===== src/hbp_fifo.sv =====
module hbp_fifo #(
	parameter int W     = 8,
	parameter int DEPTH = 4
) (
	input  logic         clk,
	input  logic         arst_n,
	input  logic         push,
	input  logic [W-1:0] wdata,
	output logic         ready,
	input  logic         pop,
	output logic         valid,
	output logic [W-1:0] rdata
);

	localparam int PW = (DEPTH > 1) ? $clog2(DEPTH) : 1;
	localparam int CW = $clog2(DEPTH + 1);

	logic [W-1:0]  mem_q [DEPTH];
	logic [PW-1:0] wr_ptr_q;
	logic [PW-1:0] rd_ptr_q;
	logic [CW-1:0] cnt_q;
	logic          full;

	assign full  = (cnt_q == CW'(DEPTH));
	assign ready = !full;
	assign valid = (cnt_q != '0);
	assign rdata = mem_q[rd_ptr_q];

	always_ff @(posedge clk) begin
		if (push) begin
			mem_q[wr_ptr_q] <= wdata;
		end
	end

	always_ff @(posedge clk or negedge arst_n) begin
		if (!arst_n) begin
			wr_ptr_q <= '0;
			rd_ptr_q <= '0;
			cnt_q    <= '0;
		end else begin
			if (push) begin
				wr_ptr_q <= (wr_ptr_q == PW'(DEPTH - 1)) ? '0 : wr_ptr_q + 1'b1;
			end
			if (pop) begin
				rd_ptr_q <= (rd_ptr_q == PW'(DEPTH - 1)) ? '0 : rd_ptr_q + 1'b1;
			end
			if (push && !pop) begin
				cnt_q <= cnt_q + 1'b1;
			end else if (pop && !push) begin
				cnt_q <= cnt_q - 1'b1;
			end
		end
	end

	a_no_overflow: assert property (@(posedge clk) disable iff (!arst_n)
		push |-> !full) else $error("push into full queue");

	a_no_underflow: assert property (@(posedge clk) disable iff (!arst_n)
		pop |-> valid) else $error("pop from empty queue");

endmodule


===== config.mk =====
export PLATFORM = sky130hd
export DESIGN_NAME = hbp_fifo
export DESIGN_NICKNAME = d
export VERILOG_FILES = /design/src/hbp_fifo.sv
export SDC_FILE = /design/constraint.sdc
export NUM_CORES = 1
export LEC_CHECK = 0
export BUFFER_PORTS_ARGS = -buffer_cell sky130_fd_sc_hd__buf_4
export CAP_MARGIN = 20
export CORE_MARGIN = 3
export CORE_UTILIZATION = 45
export DETAILED_ROUTE_END_ITERATION = 16
export PLACE_DENSITY = 0.65
export SKIP_LAST_GASP = 1
export SLEW_MARGIN = 20
export SYNTH_ARGS = -nofsm -noshare
export SYNTH_HDL_FRONTEND = slang
export SYNTH_SLANG_ARGS = --single-unit
export TNS_END_PERCENT = 100

===== constraint.sdc =====
create_clock -name clk -period 1.7 [get_ports clk]
set_input_delay 0.085 -clock clk [delete_from_list [all_inputs] [get_ports clk]]
set_output_delay 0.085 -clock clk [all_outputs]
set_load 0.02 [all_outputs]

# --- Yosys cells after proc, flatten, opt, wreduce, memory -nomap -nowiden ---
# Memory sizes are Yosys's and may differ from the RTL's.
# Index checks and enable logic that the tools add are counted.
op_classes:
  addsub: 4
  n_eq_ne: 3
  n_mux: 6
  n_reduce_logical: 7
ops:
  columns: ["op", "count"]
  rows:
  - ["2-to-1 mux 3 bit", 2]
  - ["adder 2 x 1 -> 2 bit, second input constant", 2]
  - ["== test 2 bit, second input constant", 2]
  - ["2-to-1 mux 2 bit", 2]
  - ["adder 3 x 1 -> 3 bit, second input constant", 1]
  - ["== test 3 bit, second input constant", 1]
  - ["zero test 1 bit", 3]
  - ["nonzero test 3 bit", 1]
  - ["subtractor 3 x 1 -> 3 bit, second input constant", 1]
  - ["logical AND 1 bit", 2]
  - ["2-to-1 mux 1 bit", 2]
  - ["nonzero test 2 bit", 1]
word_totals:
  reg_bits: 7
  ramBits: 32
  in_bits: 12
  wordCells: 24
  mem_count: 1
memory_table:
  columns: ["memory", "words", "width", "rd", "rd_ports_with_merged_regs", "wr", "line_no", "text"]
  rows:
  - ["mem_q", 4, 8, 1, 0, 1, "18", "logic [W-1:0] mem_q [DEPTH];"]

# --- Longest topological paths before layout ---
depth:
  depth_word: 4
  depth_mapped: 7
  ltp_nobuf: 7

# --- Worst setup path before layout ---
# Ideal clock, no wire load.
synth_path:
  path_type: "register -> register"
  startpoint: "register cnt_q[0]"
  endpoint: "register cnt_q[2]"
  setup_ns: 0.079
  arrival_ns: 1.212
  t_required_ns: 1.621
  setup_slack_ns: 0.409
  path_stages_with_launch: 5
  n_path_buf: 0
  period_less_slack_ns: 1.291
  path_cell_list: "dfrtp_1 > fa_1 > xor2_1 > nor2_1 > xor2_1"
synth_via:
  elab_chain_cells: 3
  word_cells_on_any_way: 4
  classes_between: "2 x add/sub; 2 x mux"
synth_rtl:
  columns: ["element", "line_no", "text"]
  rows:
  - ["start, declared", "21", "logic [CW-1:0] cnt_q;"]
  - ["start signal, assigned", "48", "cnt_q <= cnt_q + 1'b1;"]
  - ["start signal, assigned", "50", "cnt_q <= cnt_q - 1'b1;"]
  - ["subtractor 3 x 1 -> 3 bit", "50", null]
  - ["2-to-1 mux 3 bit", "49", "end else if (pop && !push) begin"]
  - ["2-to-1 mux 3 bit (*)", "47", "if (push && !pop) begin"]
# Mark *: on every way between the ends. The rest lies on a longest branch, timed or not. The select of a mux whose other input is x is not followed.
# A chain may end at the register's enable or synchronous reset.

# --- Worst setup path in the final report ---
layout_path:
  startpoint: "register rd_ptr_q[0]"
  endpoint: "output port rdata[2]"
layout_via:
  elab_chain_cells: 1
layout_rtl:
  columns: ["element", "line_no", "text"]
  rows:
  - ["start, declared", "20", "logic [PW-1:0] rd_ptr_q;"]
  - ["start signal, assigned", "45", "rd_ptr_q <= (rd_ptr_q == PW'(DEPTH - 1)) ? '0 : rd_ptr_q + 1'b1;"]
  - ["memory (4 x 8 bit)", null, null]
  - ["end, declared", "12", "output logic [W-1:0] rdata"]
# No other way between the ends.

==> key figures <==
Job
  – Max-cap violations: 0

Routing
  – WL/cell: 15.6 um
  – Pre-antenna DRT Iters: 4
  – Total number of vias: 806
  – Iter 0 DRT Violations: 32
  – # DRC: 0
  – Detail Route Antenna Nets: 0
  – Via/cell ratio: 4.86
  – Final wirelength: 2.59 mm

Final layout
  – Synthesis-to-layout area growth: 25.7%
  – N_diodes: 0
  – Final net count: 140
  – Storage cell area: 0.00114 mm^2
  – Multi-input gate area: 399 um^2
  – Fill cell count: 247
  – Layout cells sized above 1: 0.336

Global routing
  – First-pass GRT wire length: 4.37 mm
  – Antenna violations before repair: 0
  – Total grt overflow: 0
  – Vias in the first global route: 896
  – Total track usage: 0.149
  – Pin count of the biggest net entering global routing: 12

Critical path
  – Setup crit end kind: primary output
  – Crit-path cells: buf_6 > mux4_2 > buf_6
  – Max stage delay cell, worst path: mux4_2
  – CP max FO: 6
  – Worst EP arrival: 1.52 ns
  – Most common cell on crit path: buf_6
  – R2R Setup Slk: 0.27 ns
  – Crit-path max cell delay: 0.52 ns
  – Critical Path Start Type: register
  – CP Class: reg2out
  – R2R Path Start: cnt_q[0]$_DFFE_PN0P_
  – Reg2reg path depth: 4
  – CP Data Required Time: 1.62 ns
  – R2R Path End: cnt_q[2]$_DFFE_PN0P_

Floorplanning
  – Placeable Area: 0.00318 mm^2
  – Initial Utilization: 0.494
  – I/O pins: 22
  – Die Y: 65.1 um
  – Placement row count: 20
  – Die X: 65.1 um
  – Die Area: 0.00423 mm^2

Power and ir drop
  – Leak: 0.750 nW
  – Total power: 2.95 mW
  – Worst vdd ir: 0.831 mV
  – Power per Cell Area: 1490 mW/mm^2

STA
  – Final min period: 1.61 ns
  – Slew of the pin with the lowest slew margin: 0.449 ns
  – Unrepaired setup endpoints after global routing: yes
  – Setup TNS: 0 ns
  – Maximum achievable frequency: 621 MHz
  – Slew headroom: 0.701
  – Period utilization: 0.947
  – Max Slew Vio Count: 0
  – Worst clock skew: 0.00710 ns
  – Hold Fails Final Rpt: 0
  – Endpoints failing setup: 0

Yosys
  – YS warnings: 0
  – Area of the mapped netlist: 0.00157 mm^2
  – Synth Net Count: 99
  – #FFs+latches synth: 39
  – Count of different cell masters after synthesis: 19
  – Average size of a mapped cell: 19.6 um^2
  – Cells after synthesis: 80
  – Register area share after synthesis: 0.724

CTS
  – Longest Clk Path Bufs: 2
  – Clock sinks: 39
  – Clock network latency to the later pin of the worst-skew pair: 0.34 ns
  – CTS buffer count: 5
  – Clock root buffer: clkbuf_4
  – CTS tree: built
  – H-tree levels: 2
  – Reg clk slew, reported paths: 0.11 ns

Placed design
  – Final HPWL DP: 1.71 mm
  – Gp weighted congestion: 0.739
  – Port buffer count: 21

Min path
  – Worst hold path class: in2async

Run status
  – Outcome: finished, final reports clean
## synth_stat cells
cell      instances  area [um^2]
a21o_2            1         8.76
and2_1            4         25.0
buf_2             1         5.00
buf_6             1         11.3
dfrtp_1           7          175
edfxtp_1         32          961
fa_1              1         20.0
ha_1              6         75.1
inv_1             5         18.8
mux2_2            2         22.5
mux4_2            8          180
nand2_1           2         7.51
nand3_1           1         5.00
nor2_1            2         7.51
nor3_1            1         5.00
o21ai_0           2         10.0
or3_1             1         6.26
xnor2_1           1         8.76
xor2_1            2         17.5
## layer usage
metal	GRT usage	vias up	routed length, um
met5	0	-	0
met1	0.170	397	1080
li1	-	387	-
met3	0.0555	5	127
met4	0.0699	0	46
met2	0.246	17	1340
## state kept, by name, indices dropped and copies added (netlist names)
| signal | cells |
|---|---|
| rd_ptr_q | 2 |
| wr_ptr_q | 2 |
| mem_q | 32 |
| cnt_q | 3 |
## cell families after synthesis
group                    Yosys count  synth area share
flip-flops                        39             0.724
AND/OR/NAND/NOR                   11            0.0359
multiplexers                      10             0.129
buffers and inverters              7            0.0223
adder cells (fa/ha/maj)            7            0.0606
AO/OA/AOI/OAI                      3            0.0120
XOR/XNOR                           3            0.0167
## cells in the final DEF, fill, tap and decap left out, drive strengths merged
cell | netlist | final
xor2 | 2 | 2
mux4 | 8 | 8
or3 | 1 | 1
inv | 5 | 5
mux2 | 2 | 2
and2 | 4 | 4
buf | 2 | 25
xnor2 | 1 | 1
edfxtp | 32 | 32
o21ai | 2 | 2
nor3 | 1 | 1
nor2 | 2 | 2
dlygate4sd3 | 0 | 11
a21o | 1 | 1
clkinv | 0 | 2
ha | 6 | 6
fa | 1 | 1
nand2 | 2 | 2
clkbuf | 0 | 6
dfrtp | 7 | 7
nand3 | 1 | 1
## area by class of cell
| cell class | count | area share |
|---|---|---|
| Multi-Input combinational cell | 34 | 0.202 |
| Timing Repair Buffer | 36 | 0.160 |
| Tap cell | 44 | 0.0279 |
| Inverter | 5 | 0.00951 |
| Sequential cell | 39 | 0.575 |
| Clock inverter | 2 | 0.00380 |
| Clock buffer | 6 | 0.0209 |
## power by group
part,switching [mW],internal (mW),leakage (nW)
Clock,0.279,0.153,0.0273
Sequential,0.137,1.25,0.377
Combinational,0.531,0.593,0.346
## critical path, delay by kind of cell, from the launching register on
kind,cells,cell delay [ns]
mux,1,0.52
flops,1,0.37
buf+inv,2,0.30
## per-stage QoR
stage / util / hold slack [ns] / std cells / worst slack (ns) / instance area [um^2]
after floorplan: - / -0.211 / 80 / 0.409 / 1570
after global placement: 0.563 / -0.0974 / 146 / 0.315 / 1790
after detailed placement: 0.563 / -0.0954 / 146 / 0.232 / 1790
after CTS: 0.613 / 0.0647 / 165 / 0.0172 / 1950
after global routing: 0.621 / 0.0727 / 166 / -0.0201 / 1970
final: 0.621 / 0.0863 / 166 / 0.0903 / 1970
## how the worst max path moves through the flow
| stage | startpoint | to | slack [ns] | cells after the start |
|---|---|---|---|---|
| 2_1_floorplan | cnt_q[0]$_DFFE_PN0P_ | cnt_q[2]$_DFFE_PN0P_ | 0.41 | 4 |
| 3_3_place_gp | pop | cnt_q[2]$_DFFE_PN0P_ | 0.31 | 8 |
| 3_5_place_dp | pop | cnt_q[2]$_DFFE_PN0P_ | 0.23 | 8 |
| 4_1_cts | rd_ptr_q[0]$_DFFE_PN0P_ | rdata[2] | 0.02 | 3 |
| 5_1_grt | rd_ptr_q[0]$_DFFE_PN0P_ | rdata[2] | -0.02 | 3 |
| 6_report | rd_ptr_q[0]$_DFFE_PN0P_ | rdata[2] | 0.09 | 3 |
## what timing repair did
action	4_1_cts	5_1_grt
endpoints found under the setup margin	0	5
gates resized for setup	0	5
hold buffers	11	0
endpoints found under the hold margin	42	0
buffers inserted	0	1
Power figures use the tool's default switching activity.
