### config.mk
export PLATFORM = sky130hd
export DESIGN_NAME = hbp_back
export DESIGN_NICKNAME = d
export VERILOG_FILES = /design/src/hbp_pkg.sv /design/src/hbp_back.sv
export SDC_FILE = /design/constraint.sdc
export NUM_CORES = 1
export LEC_CHECK = 0
export ABC_AREA = 1
export BUFFER_PORTS_ARGS = -buffer_cell sky130_fd_sc_hd__clkbuf_2
export CORE_UTILIZATION = 61
export DETAILED_ROUTE_END_ITERATION = 7
export PLACE_DENSITY = 0.82
export SKIP_LAST_GASP = 1
export SLEW_MARGIN = 40
export SYNTH_ARGS = -nofsm -noshare
export SYNTH_HDL_FRONTEND = slang
export SYNTH_SLANG_ARGS = --single-unit
### constraint.sdc
create_clock -name clk -period 2.89 [get_ports clk]
set_clock_uncertainty 0.15 [all_clocks]
set_input_delay 0.4335 -clock clk [delete_from_list [all_inputs] [get_ports clk]]
set_output_delay 0.4335 -clock clk [all_outputs]
set_load 0.01 [all_outputs]
### src/hbp_pkg.sv
package hbp_pkg;

	localparam int SYM_W        = 8;
	localparam int CODE_W       = 32;
	localparam int LEN_IN_W     = 6;
	localparam int BYTE_W       = 8;
	localparam int TABLE_DEPTH  = 256;
	localparam int MAX_CODE_LEN_DEF = 32;
	localparam int QUEUE_DEPTH  = 4;

	// request codes
	localparam logic [1:0] REQ_ENCODE = 2'd0;
	localparam logic [1:0] REQ_LOAD   = 2'd1;
	localparam logic [1:0] REQ_FLUSH  = 2'd2;

	typedef struct packed {
		logic [1:0]          req_type;
		logic [SYM_W-1:0]    symbol;
		logic [CODE_W-1:0]   code_bits;
		logic [LEN_IN_W-1:0] code_len;
	} req_t;

	typedef struct packed {
		logic [BYTE_W-1:0] out_byte;
		logic              last;
	} rsp_t;

endpackage

### src/hbp_back.sv
module hbp_back #(
	parameter int MAX_CODE_LEN = hbp_pkg::MAX_CODE_LEN_DEF
) (
	input  logic          clk,
	input  logic          arst_n,
	input  logic          q_valid,
	input  logic [hbp_pkg::CODE_W+$clog2(MAX_CODE_LEN+1):0] q_data,
	output logic          q_pop,
	output logic          rsp_valid,
	output hbp_pkg::rsp_t rsp,
	input  logic          rsp_stall
);

	import hbp_pkg::*;

	localparam int LEN_W = $clog2(MAX_CODE_LEN + 1);
	localparam int QW    = 1 + CODE_W + LEN_W;
	localparam int BUF_W = ((MAX_CODE_LEN + 14) / 8) * 8;
	localparam int CNT_W = $clog2(BUF_W + 1);
	localparam int SH_W  = $clog2(MAX_CODE_LEN + 8);

	logic              h_flush;
	logic [CODE_W-1:0] h_code;
	logic [LEN_W-1:0]  h_len;

	// bit accumulator: valid bits left-aligned, zeros below
	logic [BUF_W-1:0] wbuf_q;
	logic [CNT_W-1:0] wcnt_q;
	logic             rsp_valid_q;
	rsp_t             rsp_q;

	logic                     draining;
	logic [SH_W-1:0]          shamt;
	logic [CODE_W+BUF_W-1:0]  shifted;
	logic [BUF_W-1:0]         merged;
	logic [CNT_W-1:0]         mcnt;
	logic [BUF_W-1:0]         cbuf;
	logic [CNT_W-1:0]         ccnt;
	logic                     flush_now;
	logic                     need_out;
	logic                     out_free;
	logic                     go;
	logic                     emit;
	logic                     emit_last;
	logic [BYTE_W-1:0]        emit_byte;

	assign h_flush = q_data[QW-1];
	assign h_code  = q_data[LEN_W +: CODE_W];
	assign h_len   = q_data[LEN_W-1:0];

	assign draining = (wcnt_q >= CNT_W'(8));

	// place code bit len-1 right below the pending bits
	assign shamt   = SH_W'(wcnt_q[2:0]) + SH_W'(h_len);
	assign shifted = {h_code, {BUF_W{1'b0}}} >> shamt;
	assign merged  = wbuf_q | shifted[BUF_W-1:0];
	assign mcnt    = CNT_W'(wcnt_q[2:0]) + CNT_W'(h_len);

	assign cbuf = draining ? wbuf_q : merged;
	assign ccnt = draining ? wcnt_q : mcnt;

	assign flush_now = !draining && q_valid && h_flush;
	assign need_out  = flush_now ? (wcnt_q != '0) : (ccnt >= CNT_W'(8));
	assign out_free  = !rsp_valid_q || !rsp_stall;
	assign go        = (draining || q_valid) && (!need_out || out_free);
	assign q_pop     = !draining && q_valid && go;
	assign emit      = go && need_out;
	assign emit_last = flush_now || ((ccnt - CNT_W'(8)) < CNT_W'(8));
	assign emit_byte = flush_now ? wbuf_q[BUF_W-1 -: BYTE_W] : cbuf[BUF_W-1 -: BYTE_W];

	always_ff @(posedge clk or negedge arst_n) begin
		if (!arst_n) begin
			wbuf_q      <= '0;
			wcnt_q      <= '0;
			rsp_valid_q <= 1'b0;
		end else begin
			if (go) begin
				if (flush_now) begin
					wbuf_q <= '0;
					wcnt_q <= '0;
				end else if (need_out) begin
					wbuf_q <= cbuf << BYTE_W;
					wcnt_q <= ccnt - CNT_W'(8);
				end else begin
					wbuf_q <= cbuf;
					wcnt_q <= ccnt;
				end
			end
			if (emit) begin
				rsp_valid_q <= 1'b1;
			end else if (!rsp_stall) begin
				rsp_valid_q <= 1'b0;
			end
		end
	end

	always_ff @(posedge clk) begin
		if (emit) begin
			rsp_q.out_byte <= emit_byte;
			rsp_q.last     <= emit_last;
		end
	end

	assign rsp_valid = rsp_valid_q;
	assign rsp       = rsp_q;

	a_hold_queue_while_draining: assert property (@(posedge clk) disable iff (!arst_n)
		draining |-> !q_pop) else $error("queue popped with whole bytes still pending");

	a_flush_empties: assert property (@(posedge clk) disable iff (!arst_n)
		(q_pop && h_flush) |=> (wcnt_q == '0)) else $error("flush left bits pending");

	a_more_bytes_follow: assert property (@(posedge clk) disable iff (!arst_n)
		(emit && !emit_last) |=> draining) else $error("non-final beat without a following byte");

endmodule

# Yosys cells after proc, flatten, opt, wreduce, memory -nomap -nowiden
# Index checks and enable logic that the tools add are counted.
# Widths: inputs -> output; s select.
# totals
ff_bits	56
inputBits	43
out_inout_bits	11
word_cells	37
# op_classes
add_sub_neg	2
order_cmp	3
n_eq_ne	1
shift	1
muxes	10
n_bitwise	1
n_reduce_logical	14
# ops
operator	n
$mux 40	3
$shr 72x6->40	1
$or 40x40->40	1
$mux 6	3
$ge 6x4->1 const B	2
$mux 8	1
$add 3x6->6	1
$lt 6x4->1 const B	1
$reduce_bool 6->1	1
$sub 6x4->6 const B	1
$logic_and 1x1->1	5
$logic_not 1->1	4
$logic_or 1x1->1	4
$mux 1	3
$ne 2x1->1 const B	1

# Depth between registers and ports, before layout
# Gate-level depths: netlist (run 1).
# logic_depth
ltp_word	10
mapped_depth	18

# Worst setup path before layout (run 1)
# OpenSTA, ideal clock, no wires.
# synth_path
kind	input to register
from	input port q_data[0] in the netlist's numbering
to	register rsp_q, in the netlist rsp[8] (data pin)
setup_ps	254
arrival_ps	2254
t_required_ps	2486
slack_ps	232
path_stages	13
path_buffers	2
cell_sequence	ha_1 > fa_1 > buf_2 > clkbuf_1 > nand3_1 > nand3_1 > nand3_1 > nand2_1 > nand2_1 > nand3_1 > o21ai_0 > nand3_1 > nand2_1
# synth_between
elab_chain_len	5
# synth_rtl
element	line	source
from (decl)	hbp_back.sv:7	input logic [hbp_pkg::CODE_W+$clog2(MAX_CODE_LEN+1):0] q_data,
$add 3x6->6	hbp_back.sv:54	assign shamt = SH_W'(wcnt_q[2:0]) + SH_W'(h_len);
$shr 72x6->40	hbp_back.sv:55	assign shifted = {h_code, {BUF_W{1'b0}}} >> shamt;
$or 40x40->40	hbp_back.sv:56	assign merged = wbuf_q | shifted[BUF_W-1:0];
$mux 40	hbp_back.sv:59	assign cbuf = draining ? wbuf_q : merged;
$mux 8	hbp_back.sv:69	assign emit_byte = flush_now ? wbuf_q[BUF_W-1 -: BYTE_W] : cbuf[BUF_W-1 -: BYTE_W];
via emit_byte[7]	hbp_back.sv:45	logic [BYTE_W-1:0] emit_byte;
to (decl)	hbp_back.sv:30	rsp_t rsp_q;
# The timed path passes the listed nets, and every way through them passes these cells.
# A chain may end at the register's enable or synchronous reset.

# Worst setup path after layout (run 1)
# layout_path
from	register wcnt_q[0]
to	register wbuf_q[38]
# layout_between
elab_chain_len	8
elab_cells_between_ends	18
cone_classes	1 x add/sub; 2 x order compare; 1 x shift; 5 x mux; 1 x bitwise; 8 x reduce/logical
# layout_rtl
element	line	source
from (decl)	hbp_back.sv:28	logic [CNT_W-1:0] wcnt_q;
from (signal assigned)	hbp_back.sv:83	wcnt_q <= ccnt - CNT_W'(8);
from (signal assigned)	hbp_back.sv:86	wcnt_q <= ccnt;
parallel branches: the longest is 8 deep, another holds $add 3x6->6	-	
to (signal assigned)	hbp_back.sv:82	wbuf_q <= cbuf << BYTE_W;
to (signal assigned)	hbp_back.sv:85	wbuf_q <= cbuf;
to (decl)	hbp_back.sv:27	logic [BUF_W-1:0] wbuf_q;
# Several ways; the timed one is not identified.

==> results.py, run 1 <==
metrics = {
    "flow_run": {
        "cap_violations": 0,
    },
    "synth": {
        "synthArstFlopShare_pct": 83.9,
        "synth_edf_count": 9,
        "seq_area_frac_synth_pct": 25.7,
        "avgSynthCellArea_um2": 5.85,
        "postSynthCellCount": 963,
        "yosysWarningCount": 0,
        "synth_top_area_share_pct": 27.2,
        "synth.area.top_cells": "nand3_1 (27%), nand2_1 (23%), dfrtp_1 (21%)",
        "syn-num-nets": 1010,
        "syn_area_mm2": 0.00563,
        "ys_ff_latch": 56,
        "ys.flop_type": "dfrtp_1",
        "synthDistinctLibCells": 32,
        "synth.largest_area_cell": "nand3_1",
    },
    "floorplanning": {
        "io_pins": 54,
        "die_area_mm2": 0.00962,
        "chipHeight_um": 98.1,
        "start_util_pct": 63.7,
        "core_area_mm2": 0.00885,
        "dieWidth_um": 98.1,
        "placementRows": 34,
    },
    "route": {
        "vias": 7345,
        "detail-route-antenna-nets": 0,
        "firstDrtPassIters": 8,
        "wirelength_mm": 20.6,
        "drt-initial-drc-count": 938,
        "wl_per_cell_um": 17.7,
        "drc_errors": 5,
        "routed_via_density": 6.29,
    },
    "critical_path": {
        "r2r_end": "wbuf_q[38]",
        "r2r_cells": 20,
        "rrSetupSlack_ns": -0.07,
        "worstPathArrival_ns": 3.08,
        "crit_fanout": 8,
        "end_kind": "flop",
        "crit_path_start_kind": "flop",
        "cp.required_ns": 3.01,
        "r2r-start": "wcnt_q[0]",
        "worstSetupPathType": "reg2reg",
    },
    "placement": {
        "placed_cells": 1143,
        "place_hpwl_mm": 14.2,
        "placed_area_mm2": 0.00646,
        "port_buffers": 53,
        "finalWeightedCongestion": 1.07,
    },
    "sta": {
        "hold_violations": 0,
        "worstMarginPinSlew_ns": 0.727,
        "fin_crit_ns": 2.96,
        "report.final.slew_viol_count": 0,
        "max_freq_mhz": 338,
        "finalCritPeriodShare_pct": 102,
        "rsz0062_at_grt": "true",
        "finalSetupTns_ns": -0.772,
        "setup_violations": 29,
        "relSlewSlack_pct": 51.2,
        "setup_slack_ns": -0.0705,
    },
    "clock_network": {
        "root_buffer": "clkbuf_8",
        "cts_tree": "done",
        "clkTransAtPathRegs_ns": 0.11,
        "cts_sinks": 56,
        "numCtsBuffers": 5,
        "clock_latency_ns": 0.32,
        "cts_max_level": 2,
        "clock_path_buffers": 2,
    },
    "grt": {
        "antenna_found_initial": 0,
        "grt_pass1_wl_mm": 30.6,
        "grt_pass1_vias": 6290,
        "grt.overflow.total": 0,
        "grt_max_degree": 42,
        "grt_usage_pct": 39.9,
    },
    "run_status": {
        "violations": "DRC, setup timing",
        "status": "finished, violations left",
    },
    "hold_path": {
        "hold_end": "rsp_valid",
        "hold_path_depth": 3,
        "hp-class": "in2reg",
        "min_from": "rsp_stall",
    },
    "layout": {
        "syn_to_final_growth_pct": 28.9,
        "nNetsFinal": 1106,
        "insertedDiodeCount": 0,
        "post-route-util_pct": 82.1,
        "final_cells": 1168,
        "layout-drive-gt1-share_pct": 26.5,
        "fin_area_mm2": 0.00726,
    },
}
==> cell type report <==
| cell class | count | area (um2) |
|---|---|---|
| tap | 108 | 135 |
| inverter | 74 | 278 |
| clock buffer | 6 | 82.6 |
| multi-input combinational | 781 | 4090 |
| fill | 661 | 1590 |
| timing repair buffer | 141 | 1220 |
| sequential | 56 | 1450 |
| clock inverter | 2 | 13.8 |
==> stage by stage <==
| step | setup slack [ns] | hold slack [ns] |
|---|---|---|
| 3_3_place_gp | -0.0720 | 0.258 |
| 3_5_place_dp | -0.0875 | 0.264 |
| 2_1_floorplan | 0.232 | -0.0121 |
| 4_1_cts | -0.0124 | 0.237 |
| 5_1_grt | -0.152 | 0.281 |
| 6_report | -0.0705 | 0.236 |
==> worst max-delay path by stage <==
stage,start,end,slack (ns),cells after the start
4_1_cts,wcnt_q[0],q_pop,-0.01,12
3_5_place_dp,q_data[0],wbuf_q[38],-0.09,16
6_report,wcnt_q[0],wbuf_q[38],-0.07,20
2_1_floorplan,q_data[0],rsp[8],0.23,13
5_1_grt,wcnt_q[0],wbuf_q[37],-0.15,20
3_3_place_gp,q_data[0],wbuf_q[38],-0.07,16
==> worst max-delay path, stage by stage (launching register included) <==
cell and delay (ns):
dfrtp_1 0.45, ha_4 0.19, fa_2 0.36, buf_6 0.15
nand2_4 0.08, inv_2 0.05, nor2_4 0.24, buf_12 0.16
clkbuf_16 0.15, nand3_2 0.11, nand3_2 0.11, nand2_1 0.06
nand2_1 0.06, nand2_1 0.07, nand2_1 0.10, nand2_1 0.08
nand2_1 0.09, nand2_1 0.07, nand2_1 0.10, nand2_1 0.05
inv_1 0.04
==> logic make-up after synthesis <==
family,Yosys count,share of synthesized area [%]
AOI/OAI and AO/OA,54,5.02
xor gates and xnor gates,1,0.155
adders and majority gates,4,1.02
buffers and inverters,126,10.3
DFF,56,25.7
and+or+nand+nor,722,57.8
==> synth_stat cells, drive strengths merged, types with 3 or more instances <==
library cell    n
nor3            3
ha              3
o21ai          24
a21oi          24
inv            72
nor2           49
o21a            4
nand3         313
edfxtp          9
nand2         352
nand4           3
dfrtp          47
buf            45
clkbuf          7
==> placed cells by master (no fill, tap or decap), types with 17 or more instances in the layout <==
| cell | instances |
|---|---|
| nand2_1 | 319 |
| nand3_2 | 57 |
| nand3_1 | 251 |
| buf_12 | 17 |
| clkbuf_2 | 52 |
| buf_4 | 62 |
| nand2_2 | 26 |
| dfrtp_1 | 47 |
| nor2_1 | 38 |
| inv_1 | 63 |
==> flip-flops by register name (all words and copies together), names as in the netlist <==
signal and flops:
wbuf_q 40, wcnt_q 6, rsp_valid 1, rsp 9
==> repair_timing <==
action / in CTS / in global routing
pin swaps: 5 / 36
setup endpoints to repair: 1 / 49
hold buffers: 1 / 0
hold endpoints to repair: 17 / 0
gates cloned: 0 / 4
resized for setup: 6 / 119
setup buffers: 5 / 7
==> routing by layer <==
metal / part of all wire, % / up-vias / global-route usage [%] / routed length, um
met3: 13 / 91 / 7.87 / 2600
met1: 39 / 3338 / 55.1 / 8010
met5: 0 / - / 0 / 0
met2: 44 / 539 / 62.2 / 9160
li1: - / 3377 / - / -
met4: 4.2 / 0 / 14.0 / 864
Power of run 1 is not shown: default switching activity piles up to over one toggle a cycle in this logic, so the estimate is an artifact.
==> run 2, diff against run 1 <==
- CORE_UTILIZATION: 61 -> 62
- CTS_BUF_LIST: unset -> sky130_fd_sc_hd__clkbuf_2 sky130_fd_sc_hd__clkbuf_4 sky130_fd_sc_hd__clkbuf_8
- PLACE_DENSITY: 0.82 -> 0.85
==> run 2 against run 1 <==
The flow finishes with violations (setup timing); non-clock buffer count is 10 lower; cell count is 0.86% lower; first-iteration DRC count is 8.1% lower; highest routed layer unchanged; critical path type unchanged; critical path depth is 4 lower; setup slack better by 0.049 ns.
==> results.py, run 2 (synthesis results as in run 1) <==
metrics = {
    "run_status": {
        "status": "finished, violations left",
        "violations": "setup timing",
    },
    "grt": {
        "grt_usage_pct": 38.5,
        "met2_usage_pct": 61.2,
        "use_met3_pct": 7.34,
        "grt_pass1_wl_mm": 29.3,
        "antenna_found_initial": 0,
        "grt_max_degree": 48,
        "grt_use_met1_pct": 53.7,
        "grt_pass1_vias": 6135,
        "grt.busiest_layer": "met2",
        "grt.overflow.total": 0,
    },
    "critical_path": {
        "rrSetupSlack_ns": -0.02,
        "crit_path_start_kind": "flop",
        "r2r_end": "wbuf_q[20]",
        "worstPathArrival_ns": 3.01,
        "r2r-start": "wcnt_q[0]",
        "cp_top_family": "simple AND/OR/NAND/NOR gates",
        "crit_buf_inv": 4,
        "r2r_cells": 16,
        "crit_fanout": 12,
        "slowest_delay_ns": 0.44,
        "crit_path_frequent_cell": "nand3_1",
        "cp.required_ns": 2.99,
        "end_kind": "flop",
        "crit_path_top_delay_cell": "dfrtp_1",
        "crit_chain": "ha_4 -> fa_2 -> buf_6 -> nor2_4 -> inv_1 -> nand2_4 -> buf_12 -> buf_4 -> nand3_1 -> nand2_2 -> nand3_1 -> nand3_2 -> nand2_1 -> nand3_1 -> nand3_1 -> nand2_1",
        "worstSetupPathType": "reg2reg",
    },
    "sta": {
        "max_freq_mhz": 343,
        "fin_crit_ns": 2.91,
        "hold_violations": 0,
        "report.final.slew_viol_count": 0,
        "setup_violations": 1,
        "worstMarginPinSlew_ns": 0.612,
        "finalCritPeriodShare_pct": 101,
        "setup_slack_ns": -0.0219,
        "rsz0062_at_grt": "true",
        "relSlewSlack_pct": 59.2,
    },
    "floorplanning": {
        "placementRows": 34,
        "die_area_mm2": 0.00947,
        "dieWidth_um": 97.3,
        "io_pins": 54,
        "chipHeight_um": 97.3,
        "start_util_pct": 64.3,
        "core_area_mm2": 0.00876,
    },
    "clock_network": {
        "root_buffer": "clkbuf_8",
        "clock_latency_ns": 0.31,
        "cts_sinks": 56,
        "cts_tree": "done",
        "clkTransAtPathRegs_ns": 0.10,
        "hold_buffers": 0,
        "cts_max_level": 2,
        "numCtsBuffers": 5,
        "clock_path_buffers": 2,
    },
    "layout": {
        "regMostFlops": "wbuf_q",
        "fillers": 687,
        "syn_to_final_growth_pct": 23.2,
        "mostFrequentLayoutCell": "nand2_1",
        "insertedDiodeCount": 0,
        "nNetsFinal": 1096,
        "final_cells": 1158,
        "final_cell_mix": "nand2_1 (324), nand3_1 (281), inv_1 (62)",
        "layout-drive-gt1-share_pct": 22.5,
        "largest_reg_flops": 40,
    },
    "route": {
        "detail-route-antenna-nets": 0,
        "wl_per_cell_um": 16.4,
        "firstDrtPassIters": 6,
        "drt-initial-drc-count": 862,
        "wirelength_mm": 19.0,
        "routed_via_density": 5.99,
        "vias": 6931,
        "drc_errors": 0,
    },
    "placement": {
        "finalWeightedCongestion": 0.961,
        "placed_cells": 1135,
        "place_hpwl_mm": 14.1,
        "port_buffers": 53,
        "pre_cts_slack_ns": -0.0774,
    },
    "hold_path": {
        "hp-class": "in2async",
    },
    "flow_run": {
        "cap_violations": 0,
    },
}
## run 2: cell count changes in the layout (fill, tap and decap cells not counted), moves of 5 or more
cell	previous run	this run
nand2_1	319	324
buf_4	62	55
nand3_2	57	29
nand3_1	251	281
## run 2: worst reg2reg max path: stages (launching register included)
cell and delay [ns]:
dfrtp_1 0.44, ha_4 0.19, fa_2 0.36, buf_6 0.15, nor2_4 0.15, inv_1 0.09, nand2_4 0.12, buf_12 0.15
buf_4 0.14, nand3_1 0.14, nand2_2 0.12, nand3_1 0.19, nand3_2 0.15, nand2_1 0.08, nand3_1 0.07, nand3_1 0.09
nand2_1 0.09
## run 2: layout make-up
type / instances / area (um2) / area share (%)
flip-flops and latches: 56 / 1450 / 20.8
well taps: 108 / 135 / 1.95
repair buffers: 131 / 1110 / 16.0
clock buffers: 7 / 83.8 / 1.21
inverters: 74 / 278 / 4.00
clock inverters: 1 / 5.00 / 0.0721
multi-input cells: 781 / 3880 / 55.9
## run 2: worst max path at each step
stage | end | slack [ns] | cells after the start | from
final | wbuf_q[20] | -0.02 | 16 | wcnt_q[0]
after global routing | wbuf_q[20] | -0.06 | 16 | wcnt_q[0]
after CTS | q_pop | -0.02 | 12 | wcnt_q[0]
after detailed placement | wbuf_q[38] | -0.08 | 16 | q_data[0]
after global placement | rsp[7] | -0.03 | 14 | q_data[0]
after floorplan | rsp[8] | 0.23 | 13 | q_data[0]
## run 2: what timing repair did
action,in CTS,in global routing
pin swaps,8,25
endpoints found under the setup margin,3,49
gates resized for setup,4,82
setup buffers,4,7
gates cloned,0,4
## run 2: per-stage QoR
| stage | TNS (ns) | util (%) | hold slack [ns] | instance area [um2] |
|---|---|---|---|---|
| final | -0.0219 | 79.2 | 0.0588 | 6940 |
| after detailed placement | -0.604 | 72.7 | 0.315 | 6370 |
| after floorplan | 0 | - | -0.0121 | 5630 |
| after global placement | -0.0875 | 72.7 | 0.311 | 6370 |
| after CTS | -0.0527 | 74.1 | 0.0788 | 6500 |
| after global routing | -0.294 | 79.2 | 0.111 | 6940 |
## run 2: layer usage
layer  wire length [um]  vias to the layer above
met5                  0                        -
met4                524                        0
met3               1860                       47
met2               8540                      363
met1               8040                     3182
li1                   -                     3339
Power of run 2 is left out for the same reason.
==> run 3, diff against run 2 <==
- CORE_UTILIZATION: 62 -> 50
- PLACE_DENSITY: 0.85 -> 0.71
==> run 3 against run 2 <==
The flow now finishes without violations; sequential share of layout area is 1.3 points lower; wire length rose by 5.4%; via count is 0.13% lower; setup slack better by 0.029 ns; design area grew 6.9%; non-clock buffer count is 19 higher; core utilization decreased by 11 points; register-to-register slack better by 0.05 ns; maximum frequency up 0.99%; flip-flop and latch count is the same; cell count up 4.4%; worst hold slack improved by 0.17 ns.
==> results.py, run 3 (synthesis results as in run 1) <==
metrics = {
    "layout": {
        "fin_area_mm2": 0.00742,
        "largest_reg_flops": 40,
        "mostFrequentLayoutCell": "nand2_1",
        "insertedDiodeCount": 0,
        "layout-drive-gt1-share_pct": 28.3,
        "syn_to_final_growth_pct": 31.6,
        "regMostFlops": "wbuf_q",
        "multi_input_area_mm2": 0.00413,
        "fillers": 1040,
        "nNetsFinal": 1115,
        "regArea_mm2": 0.00145,
        "final_cell_mix": "nand2_1 (311), nand3_1 (250), buf_4 (71)",
    },
    "hold_path": {
        "min_from": "rsp_stall",
        "hold_end": "rsp_valid",
        "hold_path_depth": 3,
        "hp-class": "in2reg",
    },
    "sta": {
        "relSlewSlack_pct": 57.0,
        "worstMarginPinSlew_ns": 0.640,
        "max_freq_mhz": 347,
        "fin_crit_ns": 2.88,
        "report.final.slew_viol_count": 0,
        "hold_violations": 0,
        "rsz0062_at_grt": "true",
        "setup_violations": 0,
        "finalCritPeriodShare_pct": 99.8,
    },
    "flow_run": {
        "cap_violations": 0,
    },
    "route": {
        "detail-route-antenna-nets": 0,
        "routed_via_density": 5.73,
        "drc_errors": 0,
        "firstDrtPassIters": 5,
        "wirelength_mm": 20.0,
        "wl_per_cell_um": 16.5,
        "vias": 6922,
        "drt-initial-drc-count": 771,
    },
    "clock_network": {
        "cts_max_level": 2,
        "clock_path_buffers": 2,
        "cts_sinks": 56,
        "clock_latency_ns": 0.32,
        "cts_tree": "done",
        "clkTransAtPathRegs_ns": 0.10,
        "numCtsBuffers": 5,
        "root_buffer": "clkbuf_8",
    },
    "critical_path": {
        "r2r_end": "wbuf_q[17]",
        "worstSetupPathType": "reg2out",
        "end_kind": "primary output",
        "worstPathArrival_ns": 2.30,
        "crit_path_start_kind": "flop",
        "r2r_cells": 16,
        "r2r-start": "wcnt_q[0]",
        "rrSetupSlack_ns": 0.03,
        "crit_fanout": 2,
        "cp.required_ns": 2.31,
    },
    "floorplanning": {
        "chipHeight_um": 108,
        "io_pins": 54,
        "placementRows": 38,
        "dieWidth_um": 108,
        "die_area_mm2": 0.0117,
        "core_area_mm2": 0.0109,
        "start_util_pct": 51.7,
    },
    "placement": {
        "finalWeightedCongestion": 0.992,
        "place_hpwl_mm": 14.6,
        "port_buffers": 53,
        "placed_area_mm2": 0.00650,
    },
    "grt": {
        "grt.overflow.total": 0,
        "grt_pass1_wl_mm": 30.2,
        "grt_pass1_vias": 6011,
        "antenna_found_initial": 0,
        "grt_usage_pct": 33.6,
        "grt_max_degree": 39,
    },
    "run_status": {
        "status": "finished, final reports clean",
    },
}
## run 3: cell types whose count changed in the layout (fill, tap and decap cells not counted), moves of 2 or more
cell / previous run / this run
a21oi_1: 16 / 13
a21oi_2: 7 / 11
buf_4: 55 / 71
inv_2: 10 / 8
inv_4: 0 / 2
nand2_1: 324 / 311
nand2_2: 24 / 36
nand3_1: 281 / 250
nand3_2: 29 / 56
nand3_4: 3 / 7
o21ai_0: 14 / 12
## run 3: layer usage
metal	GRT usage [%]	vias to the layer above	routed length [um]
met2	53.8	304	9290
met1	47.6	3191	8650
met3	3.44	38	1600
met5	0	-	0
li1	-	3389	-
met4	9.78	0	456
## run 3: final cells by class
class | instances | area share (%)
multi-input cells | 781 | 55.7
inverters | 74 | 3.78
flip-flops and latches | 56 | 19.5
well taps | 140 | 2.36
clock buffers | 6 | 1.11
clock inverters | 2 | 0.186
repair buffers | 150 | 17.4
## run 3: timing repair
action,in CTS,in global routing
setup endpoints to repair,5,60
buffers inserted,4,13
pin swaps,8,32
hold buffers,1,0
cloned,0,6
gates resized for setup,7,139
endpoints found under the hold margin,35,0
## run 3: critical path, cell delays in order (launching register included)
cell	delay [ns]
dfrtp_1	0.44
ha_4	0.18
fa_2	0.35
nand3_2	0.11
nand3b_1	0.13
nand3_2	0.17
nand2_2	0.09
nor2_4	0.14
nand3_4	0.09
nand3_4	0.07
nand2_2	0.05
inv_2	0.06
buf_6	0.09
## run 3: worst max-delay path by stage
stage | start | endpoint | cells past startpoint
floorplan | q_data[0] | rsp[8] | 13
global placement | q_data[0] | rsp[7] | 14
detailed placement | q_data[0] | wbuf_q[27] | 15
CTS | wcnt_q[0] | q_pop | 12
global route | wcnt_q[0] | wbuf_q[37] | 18
finish | wcnt_q[0] | q_pop | 12
## run 3: per-stage QoR
stage               setup TNS (ns)  setup WS, ns  util [%]  hold WS [ns]  cells
floorplan                        0         0.232         -       -0.0121    963
global placement            -0.985        -0.120      59.7         0.311   1177
detailed placement           -1.69        -0.122      59.7         0.315   1177
CTS                         -0.194       -0.0637      61.2         0.238   1190
global route                 -1.90        -0.107      68.1         0.250   1209
finish                           0       0.00669      68.1         0.231   1209
Power of run 3 is left out for the same reason.
